### src/sv/pdcs_pkg.sv
`timescale 1ns / 1ps
`default_nettype none

package pdcs_pkg;

    // Fixed field widths of the transaction payloads
    localparam int IN_W    = 32;
    localparam int COUNT_W = 11;
    localparam int SUM_W   = 36;

    localparam logic [COUNT_W-1:0] COUNT_MAX = {COUNT_W{1'b1}};
    localparam logic [SUM_W-1:0]   SUM_MAX   = {SUM_W{1'b1}};

    typedef enum logic [2:0] {
        ST_IDLE,
        ST_DIV,
        ST_WAIT,
        ST_ADD_LO,
        ST_ADD_HI,
        ST_DONE
    } state_t;

endpackage

`default_nettype wire

### src/sv/proper_divisor_count_sum.sv
`timescale 1ns / 1ps
`default_nettype none

// Channel  | Direction | Handshake           | Payload
// ---------+-----------+---------------------+---------------------------------------------
// input    | in        | s_valid / s_ready   | s_number[31:0]
// result   | out       | m_valid / m_ready   | m_divisor_count[10:0], m_divisor_sum[35:0],
//          |           |                     | m_is_perfect, m_invalid
//
// Sequencing: each trial divisor i takes one pass of the shared restoring divider,
// and each divisor found is then added to the totals in its own add state. Trials
// run for i = 1 .. floor(sqrt(n)) + 1; the last trial only finds that i is past the
// root. A number n below 2 goes straight from idle to the result, with no trial.
// Reset (aresetn, synchronous, active low) returns the sequencer to idle.
// s_ready is high only when idle; the result is held in registers until m_ready.
module proper_divisor_count_sum #(
    parameter int NUM_WIDTH = 32
) (
    input  wire logic                        aclk,
    input  wire logic                        aresetn,
    input  wire logic                        s_valid,
    output logic                             s_ready,
    input  wire logic [pdcs_pkg::IN_W-1:0]   s_number,
    output logic                             m_valid,
    input  wire logic                        m_ready,
    output logic [pdcs_pkg::COUNT_W-1:0]     m_divisor_count,
    output logic [pdcs_pkg::SUM_W-1:0]       m_divisor_sum,
    output logic                             m_is_perfect,
    output logic                             m_invalid
);

    // Width for the saturating add: wide enough for sum plus any cofactor
    localparam int AW = ((NUM_WIDTH > pdcs_pkg::SUM_W) ? NUM_WIDTH : pdcs_pkg::SUM_W) + 1;

    pdcs_pkg::state_t state_reg, state_next;

    logic [NUM_WIDTH-1:0]         n_in;
    logic [NUM_WIDTH-1:0]         n_reg, n_next;
    logic [NUM_WIDTH-1:0]         i_reg, i_next;
    logic [pdcs_pkg::COUNT_W-1:0] count_reg, count_next;
    logic [pdcs_pkg::SUM_W-1:0]   sum_reg, sum_next;
    logic                         over_reg, over_next;
    logic                         inval_reg, inval_next;

    logic                         div_start;
    logic                         div_done;
    logic [NUM_WIDTH-1:0]         div_quo;
    logic [NUM_WIDTH-1:0]         div_rem;

    logic                         s_hs;
    logic                         n_small;
    logic                         past_root;   // i > n / i, so i > floor(sqrt(n))
    logic                         is_div;
    logic                         need_cof;    // cofactor is distinct and not n itself
    logic [NUM_WIDTH-1:0]         addend;
    logic [AW-1:0]                sum_wide;
    logic                         sum_ovf;

    // Only the low NUM_WIDTH bits of the number take part
    generate
        if (NUM_WIDTH <= pdcs_pkg::IN_W) begin : g_trunc
            assign n_in = s_number[NUM_WIDTH-1:0];
        end else begin : g_ext
            assign n_in = {{(NUM_WIDTH - pdcs_pkg::IN_W){1'b0}}, s_number};
        end
    endgenerate

    assign s_hs      = s_valid && s_ready;
    assign n_small   = (n_in < NUM_WIDTH'(2));
    assign past_root = (i_reg > div_quo);
    assign is_div    = (div_rem == '0);
    assign need_cof  = (i_reg != NUM_WIDTH'(1)) && (div_quo != i_reg);

    // Shared saturating accumulator: adds i on the low pass, n / i on the high pass
    assign addend   = (state_reg == pdcs_pkg::ST_ADD_HI) ? div_quo : i_reg;
    assign sum_wide = AW'(sum_reg) + AW'(addend);
    assign sum_ovf  = (sum_wide > AW'(pdcs_pkg::SUM_MAX));

    pdcs_div #(
        .W (NUM_WIDTH)
    ) u_div (
        .aclk      (aclk),
        .aresetn   (aresetn),
        .start     (div_start),
        .dividend  (n_reg),
        .divisor   (i_reg),
        .done      (div_done),
        .quotient  (div_quo),
        .remainder (div_rem)
    );

    // Next state
    always_comb begin
        state_next = state_reg;
        case (state_reg)
            pdcs_pkg::ST_IDLE: begin
                if (s_hs) begin
                    state_next = n_small ? pdcs_pkg::ST_DONE : pdcs_pkg::ST_DIV;
                end
            end
            pdcs_pkg::ST_DIV: begin
                state_next = pdcs_pkg::ST_WAIT;
            end
            pdcs_pkg::ST_WAIT: begin
                if (div_done) begin
                    if (past_root) begin
                        state_next = pdcs_pkg::ST_DONE;
                    end else if (is_div) begin
                        state_next = pdcs_pkg::ST_ADD_LO;
                    end else begin
                        state_next = pdcs_pkg::ST_DIV;
                    end
                end
            end
            pdcs_pkg::ST_ADD_LO: begin
                state_next = need_cof ? pdcs_pkg::ST_ADD_HI : pdcs_pkg::ST_DIV;
            end
            pdcs_pkg::ST_ADD_HI: begin
                state_next = pdcs_pkg::ST_DIV;
            end
            pdcs_pkg::ST_DONE: begin
                if (m_ready) begin
                    state_next = pdcs_pkg::ST_IDLE;
                end
            end
            default: begin
                state_next = pdcs_pkg::ST_IDLE;
            end
        endcase
    end

    // Datapath and outputs
    always_comb begin
        s_ready    = 1'b0;
        m_valid    = 1'b0;
        div_start  = 1'b0;
        n_next     = n_reg;
        i_next     = i_reg;
        count_next = count_reg;
        sum_next   = sum_reg;
        over_next  = over_reg;
        inval_next = inval_reg;
        case (state_reg)
            pdcs_pkg::ST_IDLE: begin
                s_ready = 1'b1;
                if (s_hs) begin
                    n_next     = n_in;
                    i_next     = NUM_WIDTH'(1);
                    count_next = '0;
                    sum_next   = '0;
                    over_next  = 1'b0;
                    inval_next = n_small;
                end
            end
            pdcs_pkg::ST_DIV: begin
                div_start = 1'b1;
            end
            pdcs_pkg::ST_WAIT: begin
                if (div_done && !past_root && !is_div) begin
                    i_next = i_reg + 1'b1;
                end
            end
            pdcs_pkg::ST_ADD_LO, pdcs_pkg::ST_ADD_HI: begin
                if (count_reg != pdcs_pkg::COUNT_MAX) begin
                    count_next = count_reg + 1'b1;
                end
                if (sum_ovf) begin
                    sum_next  = pdcs_pkg::SUM_MAX;
                    over_next = 1'b1;
                end else begin
                    sum_next = sum_wide[pdcs_pkg::SUM_W-1:0];
                end
                // Move to the next trial once this divisor's terms are in
                if (state_reg == pdcs_pkg::ST_ADD_HI || !need_cof) begin
                    i_next = i_reg + 1'b1;
                end
            end
            pdcs_pkg::ST_DONE: begin
                m_valid = 1'b1;
            end
            default: begin
            end
        endcase
    end

    always_ff @(posedge aclk) begin
        if (!aresetn) begin
            state_reg <= pdcs_pkg::ST_IDLE;
        end else begin
            state_reg <= state_next;
        end
        n_reg     <= n_next;
        i_reg     <= i_next;
        count_reg <= count_next;
        sum_reg   <= sum_next;
        over_reg  <= over_next;
        inval_reg <= inval_next;
    end

    // Result registers are stable for the whole of ST_DONE
    assign m_divisor_count = count_reg;
    assign m_divisor_sum   = sum_reg;
    assign m_invalid       = inval_reg;
    assign m_is_perfect    = !inval_reg && !over_reg && (AW'(sum_reg) == AW'(n_reg));

endmodule

`default_nettype wire

### src/sv/pdcs_div.sv
`timescale 1ns / 1ps
`default_nettype none

// Restoring radix-2 divider, one quotient bit per cycle.
// Quotient and remainder hold after the done pulse until the next start.
module pdcs_div #(
    parameter int W = 32
) (
    input  wire logic         aclk,
    input  wire logic         aresetn,
    input  wire logic         start,
    input  wire logic [W-1:0] dividend,
    input  wire logic [W-1:0] divisor,
    output logic              done,
    output logic [W-1:0]      quotient,
    output logic [W-1:0]      remainder
);

    localparam int CW = $clog2(W);

    logic          busy_reg, busy_next;
    logic          done_reg, done_next;
    logic [CW-1:0] cnt_reg, cnt_next;
    logic [W-1:0]  quo_reg, quo_next;
    logic [W-1:0]  rem_reg, rem_next;
    logic [W:0]    trial;
    logic [W:0]    diff;

    assign trial = {rem_reg, quo_reg[W-1]};
    assign diff  = trial - {1'b0, divisor};

    always_comb begin
        busy_next = busy_reg;
        done_next = 1'b0;
        cnt_next  = cnt_reg;
        quo_next  = quo_reg;
        rem_next  = rem_reg;
        if (start) begin
            busy_next = 1'b1;
            cnt_next  = CW'(W - 1);
            quo_next  = dividend;
            rem_next  = '0;
        end else if (busy_reg) begin
            if (diff[W]) begin
                rem_next = trial[W-1:0];
                quo_next = {quo_reg[W-2:0], 1'b0};
            end else begin
                rem_next = diff[W-1:0];
                quo_next = {quo_reg[W-2:0], 1'b1};
            end
            cnt_next = cnt_reg - 1'b1;
            if (cnt_reg == '0) begin
                busy_next = 1'b0;
                done_next = 1'b1;
            end
        end
    end

    always_ff @(posedge aclk) begin
        if (!aresetn) begin
            busy_reg <= 1'b0;
            done_reg <= 1'b0;
        end else begin
            busy_reg <= busy_next;
            done_reg <= done_next;
        end
        cnt_reg <= cnt_next;
        quo_reg <= quo_next;
        rem_reg <= rem_next;
    end

    assign done      = done_reg;
    assign quotient  = quo_reg;
    assign remainder = rem_reg;

endmodule

`default_nettype wire

### config.mk
export PLATFORM = sky130hd
export DESIGN_NAME = proper_divisor_count_sum
export DESIGN_NICKNAME = d
export VERILOG_FILES = /design/src/sv/pdcs_pkg.sv /design/src/sv/proper_divisor_count_sum.sv /design/src/sv/pdcs_div.sv
export SDC_FILE = /design/constraint.sdc
export NUM_CORES = 1
export LEC_CHECK = 0
export BUFFER_PORTS_ARGS = -buffer_cell sky130_fd_sc_hd__buf_2
export CAP_MARGIN = 25
export CORE_ASPECT_RATIO = 1.25
export CORE_MARGIN = 8
export CORE_UTILIZATION = 50
export DETAILED_ROUTE_END_ITERATION = 16
export GPL_ROUTABILITY_DRIVEN = 0
export MAX_ROUTING_LAYER = met4
export PLACE_DENSITY = 0.72
export SYNTH_ARGS = -nofsm -noshare
export SYNTH_HDL_FRONTEND = slang
export SYNTH_SLANG_ARGS = --single-unit
export TNS_END_PERCENT = 50
### constraint.sdc
create_clock -name aclk -period 5.25 [get_ports aclk]
set_clock_uncertainty 0.1 [all_clocks]
set_input_delay 0.2625 -clock aclk [delete_from_list [all_inputs] [get_ports aclk]]
set_output_delay 0.2625 -clock aclk [all_outputs]
set_load 0.005 [all_outputs]
After elaboration in Yosys (flattened, before gate mapping)
Cells that the tools add are included.

storage, ports and cells
  output and inout bits = 51
  bits in registers = 187
  word-level logic and storage cells = 97

cells by class
  reductions and logical operators = 26
  mux-type cells = 33
  bitwise gates (word level) = 2
  equal/unequal tests = 16
  add/subtract/negate cells = 5
  magnitude comparators = 3

operators by type and width
  operator                 count
  $mux W32                 7
  $pmux W32 S3             1
  $mux W36                 2
  $pmux W36 S2             1
  $add A36 B32 Y37         1
  $gt A37 B36 Y1 const B   1
  $eq A36 B32 Y1           1
  $sub A33 B32 Y33         1
  $add A32 B1 Y32 const B  1
  $gt A32 B32 Y1           1
  $logic_not A32 Y1        1
  $lt A32 B2 Y1 const B    1
  $ne A32 B1 Y1 const B    1
  $ne A32 B32 Y1           1
  $mux W11                 2
  $pmux W11 S2             1
  $mux W3                  6
  $pmux W3 S6              1
  $ne A2 B2 Y1 const B     6
  $add A11 B1 Y11 const B  1
  $ne A11 B11 Y1 const B   1
  $mux W1                  10
  $reduce_and A3 Y1        3
  $eq A3 B2 Y1 const B     2
  18 further kinds         31

Logic depth before layout (Yosys ltp)
  depth in word-level cells = 6
  depth in mapped cells = 18
  mapped depth without buffers = 15

Modules after synthesis
From an unflattened synthesis, not the netlist that was laid out.

unflattened totals
  cell total of the unflattened synthesis = 1370
  area total of the unflattened synthesis = 13037.5 µm²

by module, submodules not included
  module                    area an instance (µm²)  instances  seq. area each (µm²)  cells each
  proper_divisor_count_sum  8325.5                  1          3453.3                847
  pdcs_div                  4712.0                  1          1741.7                523

Worst setup path after synthesis
OpenSTA, ideal clock, no wires.

  path kind = register to register
  start point = register i_reg[21]
  end point = register i_reg[0], enable pin
  path buffers = 0
  arrival time = 4.777 ns
  cell stages (with the launch flop) = 11
  period minus slack after synthesis = 5.352 ns
  slack = -0.102 ns
  required time = 4.676 ns
  setup time = 0.474 ns
  path through = edfxtp_1 > ha_1 > nand3_1 > or4_1 > or3_1 > nor2_1 > and3_1 > nor2_1 > nand2_1 > o21ai_0 > a221oi_1

between the ends
  cells in the longest elaborated chain, start to end = 6

ends and longest elaborated chain
  item                                                       RTL line                                                          text
  from (decl)                                                proper_divisor_count_sum.sv:39                                    logic [NUM_WIDTH-1:0] i_reg, i_next;
  from (signal assigned)                                     proper_divisor_count_sum.sv:193                                   i_reg <= i_next;
  $gt A32 B32 Y1 (tied with other cells)                     proper_divisor_count_sum.sv:70                                    assign past_root = (i_reg > div_quo);
  $logic_not A1 Y1 or $logic_and A1 B1 Y1 (tied branches)    proper_divisor_count_sum.sv:159, proper_divisor_count_sum.sv:72
  $logic_and A1 B1 Y1 or $logic_not A1 Y1 (tied branches)    proper_divisor_count_sum.sv:159, proper_divisor_count_sum.sv:174
  $logic_and A1 B1 Y1 or $logic_or A1 B1 Y1 (tied branches)  proper_divisor_count_sum.sv:159, proper_divisor_count_sum.sv:174
  $ne A2 B2 Y1 (no line)                                     --
  $reduce_and A4 Y1 (no line) (*)                            --

Every way passes the cells marked *; elsewhere a longest branch is shown, timed or not.
A chain may end at the register's enable or synchronous reset.

Final worst setup path
  start point = register state_reg[0]
  end point = register sum_reg, in the netlist m_divisor_sum[35] (data pin)

between the ends
  cells in the longest elaborated chain, start to end = 6

ends and longest elaborated chain
  item                    RTL line                                                         text
  from (decl)             proper_divisor_count_sum.sv:35                                   pdcs_pkg::state_t state_reg, state_next;
  from (signal assigned)  proper_divisor_count_sum.sv:188                                  state_reg <= pdcs_pkg::ST_IDLE;
  from (signal assigned)  proper_divisor_count_sum.sv:190                                  state_reg <= state_next;
  $eq A3 B3 Y1            proper_divisor_count_sum.sv:75, proper_divisor_count_sum.sv:143
  $mux W32                proper_divisor_count_sum.sv:75                                   assign addend = (state_reg == pdcs_pkg::ST_ADD_HI) ? div_quo : i_reg;
  $add A36 B32 Y37        proper_divisor_count_sum.sv:76                                   assign sum_wide = AW'(sum_reg) + AW'(addend);
  $gt A37 B36 Y1          proper_divisor_count_sum.sv:77                                   assign sum_ovf = (sum_wide > AW'(pdcs_pkg::SUM_MAX));
  $mux W36                proper_divisor_count_sum.sv:167                                  if (sum_ovf) begin
  $pmux W36 S2 (*)        proper_divisor_count_sum.sv:143                                  case (state_reg)
  to (signal assigned)    proper_divisor_count_sum.sv:195                                  sum_reg <= sum_next;
  to (decl)               proper_divisor_count_sum.sv:41                                   logic [pdcs_pkg::SUM_W-1:0] sum_reg, sum_next;

Marks and branches as above.

==> metrics.md <==
| Metric | Value |
|---|---|
| Status | `finished clean` |
| CP Launch Type | `flop` |
| Critical Path Fanout Max | `34` |
| # DRC | `0` |
| CP startpoint | `state_reg[0]$_SDFFE_PN0P_` |
| Vias per cell | `6.076` |
| Post-synth top cells | `edfxtp_1, nand2_1, o21ai_0` |
| CTS tree | `done` |
| DR vias | `11,420` |
| Setup CP Type | `flop to flop` |
| Initial antenna violation count | `0` |
| Finished Layout Cells | `between 1,500 and 2,000` |
| Fmax | `roughly 210 MHz` |
| Register area share after synthesis | `0.4000` |
| First-pass GRT wire length | `58,910 um` |
| Num CTS Buffers | `17` |
| Total negative slack | `0 ns` |
| Tot GR Track Use | `0.2416` |
| Final hold violations | `0` |
| Final Max Slew Viols | `0` |
| IO buf count | `86` |
| TritonCTS Sinks | `roughly 190` |
| Setup violators final | `0` |
| Final net count | `1,664` |
| Routed len/inst | `about 20 um` |
| CP top delay family | `compound AO/OA/AOI/OAI gates` |
| Die height | `196.2 um` |
| Post-Syn Nets | `1,558` |
| Ant diodes | `0` |
| Min Tclk post-route | `4.671 ns` |
| Synthesis-to-finish area growth | `13.63%` |
| Maxcap violations | `0` |
| Largest register FFs | `36` |
| Row count | `66` |
| Worst skew pair latency | `0.46 ns` |
| Vias in the first global route | `roughly 11,000` |
| Largest net degree at the start of global routing | `67` |
| Crit path depth | `13` |
| Yosys top cell area share | `0.3353` |
| Final Cycle Share | `0.8897` |
| H-tree depth | `4` |
| Unique masters post-synth | `74` |
| Synth warnings | `0` |
| Root buf cell | `clkbuf_16` |
| Area of the multi-input gates | `approximately 7300 um2` |
| WP data required | `5.33 ns` |
| Reg2reg path depth | `13` |
| Antenna viol nets, final | `0` |
| Pleak | `between 5 and 6 nW` |
| Crit path cell chain | `nor2_1 > and2_2 > o21ai_0 > ha_1 > a211oi_1 > o21ai_1 > a221oi_2 > a311oi_1 > o31ai_1 > o21ai_1 > a21o_1 > a41oi_1 > a311oi_1` |
| Register Area | `5195 um2` |
| Postcts setup bufs | `0` |
| Layout fillers | `approximately 2,200` |
| Ys flop type | `edfxtp_1` |
| Starting density of the core | `0.5041` |
| Final wirelength | `37,320 um` |
| Crit path max-delay cell type | `dfxtp_1` |
| Resized cells post-CTS | `0` |
| Synth Instances | `1,420` |
| Worst hold path class | `input pin to flop` |
| Flops & latches, synth | `187` |
| WP buf/inv | `0` |
| DIE AREA | `31,420 um2` |
| Worst-path clk slew | `0.08 ns` |
| R2R setup slack | `0.58 ns` |
| CORE AREA | `~26,000 um2` |
| Power per Cell Area | `510.5 nW/um2` |
| Area leader, netlist | `edfxtp_1` |
| Critical Path End Type | `flop` |
| GRT overflow | `0` |
| Hold Path Origin | `aresetn` |
| 1st-iter DRT viols | `992` |
| Largest cells by area after synthesis | `edfxtp_1, ha_1, dfxtp_1, o21ai_0, a21oi_1` |
| Measured slew at the worst slew-check pin | `~0.93 ns` |
| Max Root-Sink Buffers | `2` |
| Placed cells | `1,814` |
| DR pass1 iterations | `6` |
| HPWL Detailed | `28,360 um` |
| RSZ-0062 raised after global routing | `no` |
| Hold-fix buffers, CTS | `32` |
| Peak supply drop | `between 300 and 400 uV` |
| CP arrival | `around 4.8 ns` |
| Worst setup endpoint | `m_divisor_sum[35]$_SDFFCE_PP0P_` |
| Slew HR | `0.3801` |
| Crit Reg-Reg Startpoint | `state_reg[0]$_SDFFE_PN0P_` |
| Share of cells above drive strength 1 | `0.1014` |
| Syn avg cell area | `between 9 and 10 um2` |
| Die W | `between 150 and 200 um` |
| Synth Cell Area | `12,990 um2` |
| FFs w/ async S/R, synth | `0` |
| EDFF count, synth | `145` |
| IO Pins | `between 80 and 90` |
| Worst path max stage delay | `0.63 ns` |
| Worst flop-to-flop path endpoint | `m_divisor_sum[35]$_SDFFCE_PP0P_` |
==> power by group <==
part           switching [W]  leakage, nW  internal, W
logic                0.00223         3.96      0.00154
registers           0.000400         1.75      0.00207
clock network       0.000634        0.279     0.000672
total                0.00326         5.99      0.00427
==> per-stage QoR <==
step	hold WS (ns)	worst slack [ns]	instance area, um2	util	power (W)
2_1_floorplan	0.2614	0.9845	12990	-	0.005144
3_3_place_gp	0.3396	0.8744	13780	0.5350	0.006022
5_1_grt	0.01459	0.3364	14760	0.5728	0.008032
6_report	0.01154	0.5791	14760	0.5728	0.007534
3_5_place_dp	0.3459	0.7134	13840	0.5372	0.006135
4_1_cts	0.0006374	0.7010	14740	0.5720	0.007475
==> metal layers <==
| metal | wire [um] | global-route usage | vias up | share of wire |
|---|---|---|---|---|
| met5 | 0 | - | - | 0 |
| met4 | 1862 | 0.1273 | 0 | 0.050 |
| met3 | 2268 | 0.02915 | 103 | 0.061 |
| met2 | 17970 | 0.3994 | 514 | 0.48 |
| met1 | 15220 | 0.2860 | 5393 | 0.41 |
| li1 | - | - | 5406 | - |
==> cells by family after synthesis <==
kind of cell	Yosys count	synth area share
AND/OR/NAND/NOR	445	0.1638
adder cells (fa/ha/maj)	102	0.09942
flip-flops	187	0.4000
multiplexers	24	0.01888
buffers and inverters	133	0.03988
XOR/XNOR	123	0.08497
AO/OA/AOI/OAI	406	0.1931
==> cell type report <==
cell class                      count  area share
Sequential cell                   187      0.3520
Clock inverter                     15     0.01034
Clock buffer                       17     0.02883
Tap cell                          340     0.02883
Multi-Input combinational cell   1100      0.4952
Timing Repair Buffer              132     0.06240
Inverter                           88     0.02238
==> how the worst min path moves through the flow <==
stage	end	slack [ns]	depth (start not counted)
2_1_floorplan	n_reg[0]$_DFFE_PP_	0.26	0
4_1_cts	state_reg[1]$_SDFFE_PN0P_	0.0006	2
5_1_grt	state_reg[1]$_SDFFE_PN0P_	0.01	2
6_report	state_reg[1]$_SDFFE_PN0P_	0.01	2
3_5_place_dp	n_reg[0]$_DFFE_PP_	0.35	1
3_3_place_gp	n_reg[0]$_DFFE_PP_	0.34	1
==> cells in the final DEF (no fill, tap or decap), types with 4 or more instances in the layout <==
cell type      synthesis  layout
a21oi_1              123     122
nor2b_1               15      15
clkbuf_16              0      17
o22ai_1                5       5
a211oi_1              11      11
o21bai_1               4       4
inv_1                 86      86
buf_2                  0      86
nand2b_1              17      17
buf_4                  1      10
or3_1                  6       6
xor2_1                54      54
a21o_1                43      43
o211ai_1               8       8
nand2_1              145     145
a31oi_1               12      12
and4_1                 6       6
o21ai_1                6       6
inv_6                  0       6
nand3_1               38      38
nor4_1                33      33
edfxtp_1             145     145
ha_1                 100     100
and3_1                21      21
nor3_1                23      23
dlygate4sd3_1          0      32
o311ai_0               5       5
nor2_1                99      98
o21a_1                13      13
nand4_1               20      20
o21ai_0              128     128
and2_1                13      12
mux2i_1               23      23
xnor2_1               67      67
dfxtp_1               42      42
o31ai_1                4       4
(Power assumes the default switching activity.)
